[src/rtl/riou_pkg.sv]
package riou_pkg;

  localparam int unsigned CoordBits   = 16;
  localparam int unsigned FracBits    = 16;
  localparam int unsigned ExtBits     = CoordBits;
  localparam int unsigned AreaBits    = 2 * ExtBits;
  localparam int unsigned UniBits     = AreaBits + 1;
  localparam int unsigned RemBits     = UniBits + 1;
  localparam int unsigned QuoBits     = FracBits + 1;
  localparam int unsigned FrontStages = 3;
  localparam int unsigned Latency     = FrontStages + QuoBits;

  typedef logic signed [CoordBits-1:0] coord_t;
  typedef logic [ExtBits-1:0]          ext_t;
  typedef logic [AreaBits-1:0]         area_t;
  typedef logic [UniBits-1:0]          uni_t;
  typedef logic [RemBits-1:0]          rem_t;
  typedef logic [QuoBits-1:0]          quo_t;

  typedef struct packed {
    coord_t a_left;
    coord_t a_top;
    coord_t a_right;
    coord_t a_bottom;
    coord_t b_left;
    coord_t b_top;
    coord_t b_right;
    coord_t b_bottom;
  } box_pair_t;

  typedef struct packed {
    quo_t iou_ratio;
    logic union_zero;
  } iou_result_t;

  // One beat travelling down the divider chain.
  typedef struct packed {
    rem_t rem;
    uni_t divisor;
    quo_t quo;
    logic zero;
  } div_beat_t;

endpackage

[src/rtl/rectangle_iou_unit.sv]
// Channel   Direction  Handshake             Payload
// command   in         start / busy          boxes_i  (box_pair_t)
// result    out        done_o strobe         result_o (iou_result_t)
//
// One box pair is taken every cycle; busy stays low, so back-to-back starts are fine.
// Each result passes through three front stages (extents, products, union)
// and then one divider cell per quotient bit.
// Reset clears only the valid bits down the pipeline; payload registers are not reset.
// done_o is a one-cycle strobe and cannot be held off by the receiver.
module rectangle_iou_unit import riou_pkg::*; (
  input  logic        clk_i,
  input  logic        rst_ni,
  input  logic        start,
  output logic        busy,
  input  box_pair_t   boxes_i,
  output logic        done_o,
  output iou_result_t result_o
);

  logic      valid_c [QuoBits+1];
  div_beat_t beat_c  [QuoBits+1];

  riou_front u_front (
    .clk_i   (clk_i),
    .rst_ni  (rst_ni),
    .valid_i (start),
    .boxes_i (boxes_i),
    .valid_o (valid_c[0]),
    .beat_o  (beat_c[0])
  );

  for (genvar i = 0; i < QuoBits; i++) begin : g_cell
    riou_div_cell u_cell (
      .clk_i   (clk_i),
      .rst_ni  (rst_ni),
      .valid_i (valid_c[i]),
      .beat_i  (beat_c[i]),
      .valid_o (valid_c[i+1]),
      .beat_o  (beat_c[i+1])
    );
  end

  assign busy   = 1'b0;
  assign done_o = valid_c[QuoBits];

  // zero union: the quotient is meaningless, force the ratio to zero
  assign result_o.iou_ratio  = beat_c[QuoBits].zero ? '0 : beat_c[QuoBits].quo;
  assign result_o.union_zero = beat_c[QuoBits].zero;

endmodule

[src/rtl/riou_front.sv]
module riou_front import riou_pkg::*; (
  input  logic      clk_i,
  input  logic      rst_ni,
  input  logic      valid_i,
  input  box_pair_t boxes_i,
  output logic      valid_o,
  output div_beat_t beat_o
);

  logic [CoordBits:0] wa_diff, ha_diff, wb_diff, hb_diff, iw_diff, ih_diff;
  coord_t             ix_lo, ix_hi, iy_lo, iy_hi;
  ext_t               wa_d, ha_d, wb_d, hb_d, iw_d, ih_d;
  ext_t               wa_q, ha_q, wb_q, hb_q, iw_q, ih_q;
  area_t              area_a_q, area_b_q, inter_q;
  uni_t               uni_d;
  logic [FrontStages-1:0] valid_q;
  div_beat_t          beat_d, beat_q;

  function automatic ext_t abs_ext(logic [CoordBits:0] d);
    logic [CoordBits:0] m;
    m = d[CoordBits] ? (~d + 1'b1) : d;
    return m[ExtBits-1:0];
  endfunction

  // Stage 1: box extents and clamped overlap extents.
  assign wa_diff = {boxes_i.a_right[CoordBits-1], boxes_i.a_right}
                 - {boxes_i.a_left[CoordBits-1], boxes_i.a_left};
  assign ha_diff = {boxes_i.a_bottom[CoordBits-1], boxes_i.a_bottom}
                 - {boxes_i.a_top[CoordBits-1], boxes_i.a_top};
  assign wb_diff = {boxes_i.b_right[CoordBits-1], boxes_i.b_right}
                 - {boxes_i.b_left[CoordBits-1], boxes_i.b_left};
  assign hb_diff = {boxes_i.b_bottom[CoordBits-1], boxes_i.b_bottom}
                 - {boxes_i.b_top[CoordBits-1], boxes_i.b_top};

  assign ix_hi = (boxes_i.a_right < boxes_i.b_right) ? boxes_i.a_right : boxes_i.b_right;
  assign ix_lo = (boxes_i.a_left < boxes_i.b_left) ? boxes_i.b_left : boxes_i.a_left;
  assign iy_hi = (boxes_i.a_bottom < boxes_i.b_bottom) ? boxes_i.a_bottom : boxes_i.b_bottom;
  assign iy_lo = (boxes_i.a_top < boxes_i.b_top) ? boxes_i.b_top : boxes_i.a_top;

  assign iw_diff = {ix_hi[CoordBits-1], ix_hi} - {ix_lo[CoordBits-1], ix_lo};
  assign ih_diff = {iy_hi[CoordBits-1], iy_hi} - {iy_lo[CoordBits-1], iy_lo};

  always_comb begin
    wa_d = abs_ext(wa_diff);
    ha_d = abs_ext(ha_diff);
    wb_d = abs_ext(wb_diff);
    hb_d = abs_ext(hb_diff);
    // drop negative overlap
    iw_d = iw_diff[CoordBits] ? '0 : iw_diff[ExtBits-1:0];
    ih_d = ih_diff[CoordBits] ? '0 : ih_diff[ExtBits-1:0];
  end

  // Stage 3: union from the registered products.
  assign uni_d = {1'b0, area_a_q} + {1'b0, area_b_q} - {1'b0, inter_q};

  always_comb begin
    beat_d.rem     = {{(RemBits-AreaBits){1'b0}}, inter_q};
    beat_d.divisor = uni_d;
    beat_d.quo     = '0;
    beat_d.zero    = (uni_d == '0);
  end

  always_ff @(posedge clk_i or negedge rst_ni) begin
    if (!rst_ni) begin
      valid_q <= '0;
    end else begin
      valid_q <= {valid_q[FrontStages-2:0], valid_i};
    end
  end

  always_ff @(posedge clk_i) begin
    wa_q     <= wa_d;
    ha_q     <= ha_d;
    wb_q     <= wb_d;
    hb_q     <= hb_d;
    iw_q     <= iw_d;
    ih_q     <= ih_d;
    area_a_q <= area_t'(wa_q) * area_t'(ha_q);
    area_b_q <= area_t'(wb_q) * area_t'(hb_q);
    inter_q  <= area_t'(iw_q) * area_t'(ih_q);
    beat_q   <= beat_d;
  end

  assign valid_o = valid_q[FrontStages-1];
  assign beat_o  = beat_q;

endmodule

[src/rtl/riou_div_cell.sv]
module riou_div_cell import riou_pkg::*; (
  input  logic      clk_i,
  input  logic      rst_ni,
  input  logic      valid_i,
  input  div_beat_t beat_i,
  output logic      valid_o,
  output div_beat_t beat_o
);

  rem_t      divisor_ext, trial, rem_next;
  logic      take;
  div_beat_t beat_d, beat_q;
  logic      valid_q;

  assign divisor_ext = {1'b0, beat_i.divisor};
  assign trial       = beat_i.rem - divisor_ext;
  assign take        = (beat_i.rem >= divisor_ext);
  assign rem_next    = take ? trial : beat_i.rem;

  // One restoring step: keep the difference if it fits, then shift for the next bit.
  always_comb begin
    beat_d         = beat_i;
    beat_d.rem     = {rem_next[RemBits-2:0], 1'b0};
    beat_d.quo     = {beat_i.quo[QuoBits-2:0], take};
  end

  always_ff @(posedge clk_i or negedge rst_ni) begin
    if (!rst_ni) begin
      valid_q <= 1'b0;
    end else begin
      valid_q <= valid_i;
    end
  end

  always_ff @(posedge clk_i) begin
    beat_q <= beat_d;
  end

  assign valid_o = valid_q;
  assign beat_o  = beat_q;

endmodule

[config.mk]
export PLATFORM = sky130hd
export DESIGN_NAME = rectangle_iou_unit
export DESIGN_NICKNAME = d
export VERILOG_FILES = /design/src/rtl/riou_pkg.sv /design/src/rtl/rectangle_iou_unit.sv /design/src/rtl/riou_front.sv /design/src/rtl/riou_div_cell.sv
export SDC_FILE = /design/constraint.sdc
export NUM_CORES = 2
export LEC_CHECK = 0
export ABC_AREA = 1
export BUFFER_PORTS_ARGS = -buffer_cell sky130_fd_sc_hd__buf_2
export CORE_ASPECT_RATIO = 1.2
export CORE_MARGIN = 5
export CORE_UTILIZATION = 35
export CTS_CLUSTER_DIAMETER = 40
export DETAILED_ROUTE_END_ITERATION = 16
export PLACE_DENSITY_LB_ADDON = 0.08
export SLEW_MARGIN = 20
export SYNTH_ARGS = -nofsm -noshare
export SYNTH_HDL_FRONTEND = slang
export SYNTH_SLANG_ARGS = --single-unit
[constraint.sdc]
create_clock -name clk_i -period 5.4 [get_ports clk_i]
set_input_delay 0.27 -clock clk_i [delete_from_list [all_inputs] [get_ports clk_i]]
set_output_delay 0.27 -clock clk_i [all_outputs]
set_load 0.005 [all_outputs]
==> Word level (Yosys, flattened, before mapping) <==
Index checks and enable logic that the tools add are counted.
{ "totals": {"reg_bits": 1504, "input_bits": 131, "out_inout_bits": 20, "wordCells": 194} }
{ "op_classes": {"addsub": 28, "n_mul": 3, "magnitude_cmp": 21, "n_mux": 25, "bitwise_logic": 4, "reduce_logical": 1} }
{ "ops": {"columns": ["cell", "count"], "rows": [
  ["$ge 34x33->1", 16],
  ["$mux 33", 15],
  ["$sub 33x33->33", 15],
  ["$mux 16", 8],
  ["$sub 16x16->17", 6],
  ["$mul 16x16->32", 3],
  ["$add 16x1->16 const B", 4],
  ["$lt 16x16->1", 4],
  ["$not 16->16", 4],
  ["$add 32x32->33", 1],
  ["$ge 32x33->1", 1],
  ["$logic_not 33->1", 1],
  ["$sub 32x33->33", 1],
  ["$sub 33x32->33", 1],
  ["$mux 32", 1],
  ["$mux 17", 1]
]} }

==> Longest topological paths before layout <==
{ "logic_depth": {"ltp_word": 4, "depth_mapped": 27, "depth_no_buf": 25} }

==> Cells and area by module <==
From an unflattened synthesis, not the netlist that was laid out.
{ "unflattened": {"cells_unflattened": 19297, "hier_area_um2": 130501.4} }
{ "by_module_without_submodules": {"columns": ["mod", "n_inst", "cells_per_inst", "area_per_inst_um2", "seq_area_each_um2"], "rows": [
  ["riou_div_cell at g_cell[0].u_cell ...", 15, 771, 5068.6, 1706.6],
  ["riou_front", 1, 6162, 44242.4, 5240.0],
  ["riou_div_cell at g_cell[15].u_cell ...", 2, 766, 5032.3, 1706.6],
  ["rectangle_iou_unit", 1, 38, 165.2, 0.0]
]} }

==> Least setup slack after synthesis <==
OpenSTA, ideal clock, no wires.
{ "synth_timing": {"path_kind": "flip-flop to flip-flop", "start": "register u_front.wa_q[5]", "end": "register u_front.area_a_q[29]", "setup_ns": 0.123, "t_arrival_ns": 5.460, "required_time_ns": 5.277, "slack_ns": -0.184, "stages_incl_launch_ff": 25, "path_buffers": 2, "synth_period_minus_slack_ns": 5.584, "cell_sequence": "dfxtp_1 clkbuf_1 clkbuf_1 nand2_1 fa_1 inv_1 fa_1 inv_1 fa_1 inv_1 fa_1 fa_1 inv_1 fa_1 inv_1 ha_1 nand2_1 nand2_1 a31oi_1 nand2_1 nand2_1 nand3_1 a21oi_1 o21bai_1 xor2_1"} }
{ "synth_between": {"elab_chain_cells": 1} }
{ "synth_lines": {"columns": ["item", "line", "source"], "rows": [
  ["start: declaration", "riou_front.sv:13", "ext_t wa_q, ha_q, wb_q, hb_q, iw_q, ih_q;"],
  ["start signal: assignment", "riou_front.sv:72", "wa_q <= wa_d;"],
  ["$mul 16x16->32", "riou_front.sv:78", "area_a_q <= area_t'(wa_q) * area_t'(ha_q);"],
  ["end signal: assignment", "riou_front.sv:78", null],
  ["end: declaration", "riou_front.sv:14", "area_t area_a_q, area_b_q, inter_q;"]
]} }
No other way between the ends.
A chain may end at the register's enable or synchronous reset.

==> Final worst setup path <==
{ "layout_timing": {"start": "register u_front.ih_q[8]", "end": "register u_front.inter_q[31]"} }
{ "layout_between": {"elab_chain_cells": 1} }
{ "layout_lines": {"columns": ["item", "line", "source"], "rows": [
  ["start: declaration", "riou_front.sv:13", null],
  ["start signal: assignment", "riou_front.sv:77", "ih_q <= ih_d;"],
  ["$mul 16x16->32", "riou_front.sv:80", "inter_q <= area_t'(iw_q) * area_t'(ih_q);"],
  ["end signal: assignment", "riou_front.sv:80", null],
  ["end: declaration", "riou_front.sv:14", null]
]} }
No other way between the ends.

==> impl_metrics.tcl <==
set metrics [dict create \
    timing.final.crit_share_pct 98.6 \
    finalWeightedCongestion 0.909 \
    max_freq_mhz 188 \
    clock-skew-final_ns 0.0372 \
    dominantRegCellSynth "sky130_fd_sc_hd__dfxtp_1" \
    cp.arrival_ns 6.11 \
    synth_cell_types 60 \
    port-buffer-count 149 \
    count_of_nets_after_finishing 17100 \
    slew-limit-headroom_pct 34.1 \
    grt_overflow 0 \
    die_x_microns 518 \
    synth_top_family_by_area "adder cells" \
    antenna_violations_before_repair 11 \
    cts_root_buf "sky130_fd_sc_hd__clkbuf_16" \
    grt_pass1_wl_microns 560000 \
    synth.area.mux_share_pct 0 \
    worst_slew_pin_slew_ns 0.978 \
    drive_gt1_share_pct 9.97 \
    worst_ep_required_time_ns 6.19 \
    drt_wl_total_microns 367000 \
    syn_avg_cell_area_sq_um 7.37 \
    path_buf_inv 6 \
    post_synth_xor_area_fraction_pct 4.72 \
    setup.worst_path.class "reg -> reg" \
    yosysWarningCount 0 \
    first_global_vias 95900 \
    fillerInstances 32400 \
    cts_max_path_buffers 4 \
    vias 92800 \
    crit_path_max_incr_delay_ns 0.60 \
    synth_adder_area_share_pct 24.0 \
    ys_seq_elements 1504 \
    clk_pin_slew_worst_paths_ns 0.04 \
    maximum_number_of_pins_on_one_net_before_global_route_repair 58 \
    vias_per_cell 4.74 \
    avgRoutedWirePerCell_microns 18.7 \
    timing.max_cap.violations 0 \
    die_outline_area_sq_um 321000 \
    detail-route-antenna-nets 0 \
    grt-busiest-layer "met2" \
    groute.layer.met1.usage_pct 24.0 \
    timing_hold_violations_final 0 \
    worst_skew_pair.late_latency_ns 0.87 \
    mostFrequentLayoutCell "sky130_fd_sc_hd__nand2_1" \
    rsz0062_at_grt "yes" \
    tritoncts_num_sinks 1504 \
    pin_count 151 \
    area_added_between_synthesis_and_finish_pct 17.7 \
    synth_compound_gate_area_share_pct 10.6 \
    hold_ws_ns 0.0932 \
    synth-simple-area-share_pct 21.8 \
    synth_nets 16500 \
    fin_crit_ns 5.33 \
    dp_hpwl_microns 313000 \
    placed_cells 19000 \
    crit_path_end_kind "flop" \
    placement_rows 223 \
    drc 0 \
    final_cell_count_no_fill 19600 \
    slew_violations 0 \
    drt_iter0_drc 4715 \
    start_util_pct 35.2 \
    synth.yosys.seq_area_share_pct 27.9 \
    setup.worst_path.start_class "flop" \
    layout_common_cells "sky130_fd_sc_hd__nand2_1 (3772), sky130_fd_sc_hd__inv_1 (2716), sky130_fd_sc_hd__dfxtp_1 (1412)" \
    crit_slowest_cell "sky130_fd_sc_hd__fa_2" \
    critPathMaxFanout 7 \
    chipHeight_microns 620 \
    utilization_pct 41.4 \
    post_synthesis_cells 14700 \
    clock_tree.htree_level_count 5 \
    cts_made_buffers 266 \
    groute.usage.overall_pct 22.4 \
    core_area_sq_um 308000 \
    post_synth_instance_area_sq_um 108000 \
    run_status "completed" \
    min_path_type "in -> reg" \
    setup_viol 0 \
    grt.met2_usage_pct 43.9 \
    synth-async-reset-ratio_pct 1.33 \
    worst_path_dominant_cell_family "adder cells" \
    synth_enable_flop_cells 0 \
    drt_first_pass_iters 5 \
    clock_tree_from_tritoncts "built" \
    globalRouteMet3Util_pct 2.15 \
    timing.critical_path.cells "buf_4 > nand2_1 > fa_1 > inv_1 > fa_1 > fa_2 > fa_2 > fa_1 > inv_2 > fa_2 > inv_2 > ha_4 > a21o_1 > a21oi_2 > nor2_1 > nor2_1 > nand3_2 > buf_4 > buf_4 > a31oi_4 > xor2_1" \
]
## final cells by class
class,instances,area [sq um],share of cell area [%]
tap,4050,5070,3.97
clock inverter,172,2080,1.63
multi-input combinational,10100,67500,52.9
clock buffer,311,7130,5.59
antenna,8,20.0,0.0157
sequential,1504,30400,23.8
inverter,2770,10400,8.15
timing repair buffer,648,5030,3.94
## layer usage
layer | vias to the layer above | share of wire (%)
met5 | - | 0.0035
met4 | 2 | 5.1
met3 | 635 | 2.8
met2 | 1689 | 53
met1 | 43100 | 39
li1 | 47300 | -
## worst register-to-register path, stage by stage (launching register included)
cell                      delay [ns]
sky130_fd_sc_hd__dfxtp_2        0.35
sky130_fd_sc_hd__buf_4          0.19
sky130_fd_sc_hd__nand2_1        0.10
sky130_fd_sc_hd__fa_1           0.51
sky130_fd_sc_hd__inv_1          0.05
sky130_fd_sc_hd__fa_1           0.49
sky130_fd_sc_hd__fa_2           0.60
sky130_fd_sc_hd__fa_2           0.45
sky130_fd_sc_hd__fa_1           0.51
sky130_fd_sc_hd__inv_2          0.04
sky130_fd_sc_hd__fa_2           0.52
sky130_fd_sc_hd__inv_2          0.04
sky130_fd_sc_hd__ha_4           0.16
sky130_fd_sc_hd__a21o_1         0.18
sky130_fd_sc_hd__a21oi_2        0.17
sky130_fd_sc_hd__nor2_1         0.06
sky130_fd_sc_hd__nor2_1         0.13
sky130_fd_sc_hd__nand3_2        0.15
sky130_fd_sc_hd__buf_4          0.17
sky130_fd_sc_hd__buf_4          0.13
sky130_fd_sc_hd__a31oi_4        0.13
sky130_fd_sc_hd__xor2_1         0.15
## path summary, 6_finish.rpt
check | from | end | slack [ns] | depth (start not counted)
max | u_front.ih_q[8] | u_front.inter_q[31] | 0.07 | 21
min | boxes_i[64] | u_front.ha_q[0] | 0.09 | 4
max reg2reg | u_front.ih_q[8] | u_front.inter_q[31] | 0.07 | 21
min reg2reg | g_cell[0].u_cell.beat_o[0] | g_cell[1].u_cell.beat_o[0] | 0.32 | 0
max in group asynchronous | rst_ni | g_cell[12].u_cell.valid_o | 4.27 | 3
min in group asynchronous | rst_ni | g_cell[16].u_cell.valid_o | 0.58 | 3
## state kept, by name, indices dropped and copies added (netlist names)
name / cells
u_front.valid_q: 3
u_front.beat_o: 66
u_front.inter_q: 32
u_front.ha_q: 16
u_front.wb_q: 16
u_front.iw_q: 16
u_front.area_b_q: 32
u_front.ih_q: 16
u_front.hb_q: 16
g_cell.u_cell.beat_o: 1226
u_front.wa_q: 16
g_cell.u_cell.valid_o: 17
u_front.area_a_q: 32
## Yosys cell counts (5+ instances only)
library cell               count  area (sq um)
sky130_fd_sc_hd__nand3b_1     55           413
sky130_fd_sc_hd__a21oi_2       9          78.8
sky130_fd_sc_hd__fa_1        636         12700
sky130_fd_sc_hd__o31ai_1       6          45.0
sky130_fd_sc_hd__o21ai_2      21           184
sky130_fd_sc_hd__nor2_2       10          62.6
sky130_fd_sc_hd__o21ai_0     492          2460
sky130_fd_sc_hd__buf_4        28           210
sky130_fd_sc_hd__nor3_2        7          70.1
sky130_fd_sc_hd__nand4_1      84           526
sky130_fd_sc_hd__dfxtp_1    1484         29700
sky130_fd_sc_hd__inv_2         9          33.8
sky130_fd_sc_hd__ha_1       1064         13300
sky130_fd_sc_hd__o21a_1       48           360
sky130_fd_sc_hd__nand2_2      15          93.8
sky130_fd_sc_hd__a21o_1      114           856
sky130_fd_sc_hd__buf_6        22           248
sky130_fd_sc_hd__a211oi_1     12          90.1
sky130_fd_sc_hd__nor3_1      158           791
sky130_fd_sc_hd__a21oi_1     876          4380
sky130_fd_sc_hd__nand2_1    3820         14300
sky130_fd_sc_hd__nor2_1      909          3410
sky130_fd_sc_hd__o211ai_2     13           163
sky130_fd_sc_hd__nand3_1     647          3240
sky130_fd_sc_hd__xnor2_1     254          2220
sky130_fd_sc_hd__buf_2        46           230
sky130_fd_sc_hd__clkbuf_1    226           848
sky130_fd_sc_hd__buf_1         5          18.8
sky130_fd_sc_hd__a21boi_0     58           435
sky130_fd_sc_hd__o211ai_1     27           203
sky130_fd_sc_hd__nor4_1       53           332
sky130_fd_sc_hd__or2_2        19           119
sky130_fd_sc_hd__o21bai_1    101           758
sky130_fd_sc_hd__a31oi_1      72           450
sky130_fd_sc_hd__xor2_1      330          2890
sky130_fd_sc_hd__inv_1      2761         10400
sky130_fd_sc_hd__o21ai_1     146           731
sky130_fd_sc_hd__dfrtp_1      20           500
## cells by family (layout without fill, tap and decap cells)
| kind of cell | Yosys count | after routing |
|---|---|---|
| and+or+nand+nor | 5796 | 5796 |
| buffers and inverters | 3098 | 3901 |
| AOI/OAI and AO/OA | 2023 | 2023 |
| adders and majority gates | 1700 | 1700 |
| DFF | 1504 | 1504 |
| xor gates and xnor gates | 584 | 584 |
| other | 1 | 9 |
## metrics by stage
step                      cell area, sq um  setup TNS (ns)  setup slack, ns
after global placement              116000           -4.27           -0.301
after CTS                           126000         -0.0457          -0.0354
final                               128000               0           0.0747
after floorplan                     108000         -0.0120          -0.0120
after global routing                128000          -0.681           -0.105
after detailed placement            116000           -5.05           -0.331
## timing repair
item	in CTS	in global routing
gates resized for setup	74	385
pin swaps	7	143
buffers inserted	2	52
cloned	0	1
hold buffers	15	0
setup endpoints to repair	44	59
hold endpoints to repair	29	0
Power is not shown: default switching activity piles up to over one toggle a cycle in this logic, so the estimate is an artifact.
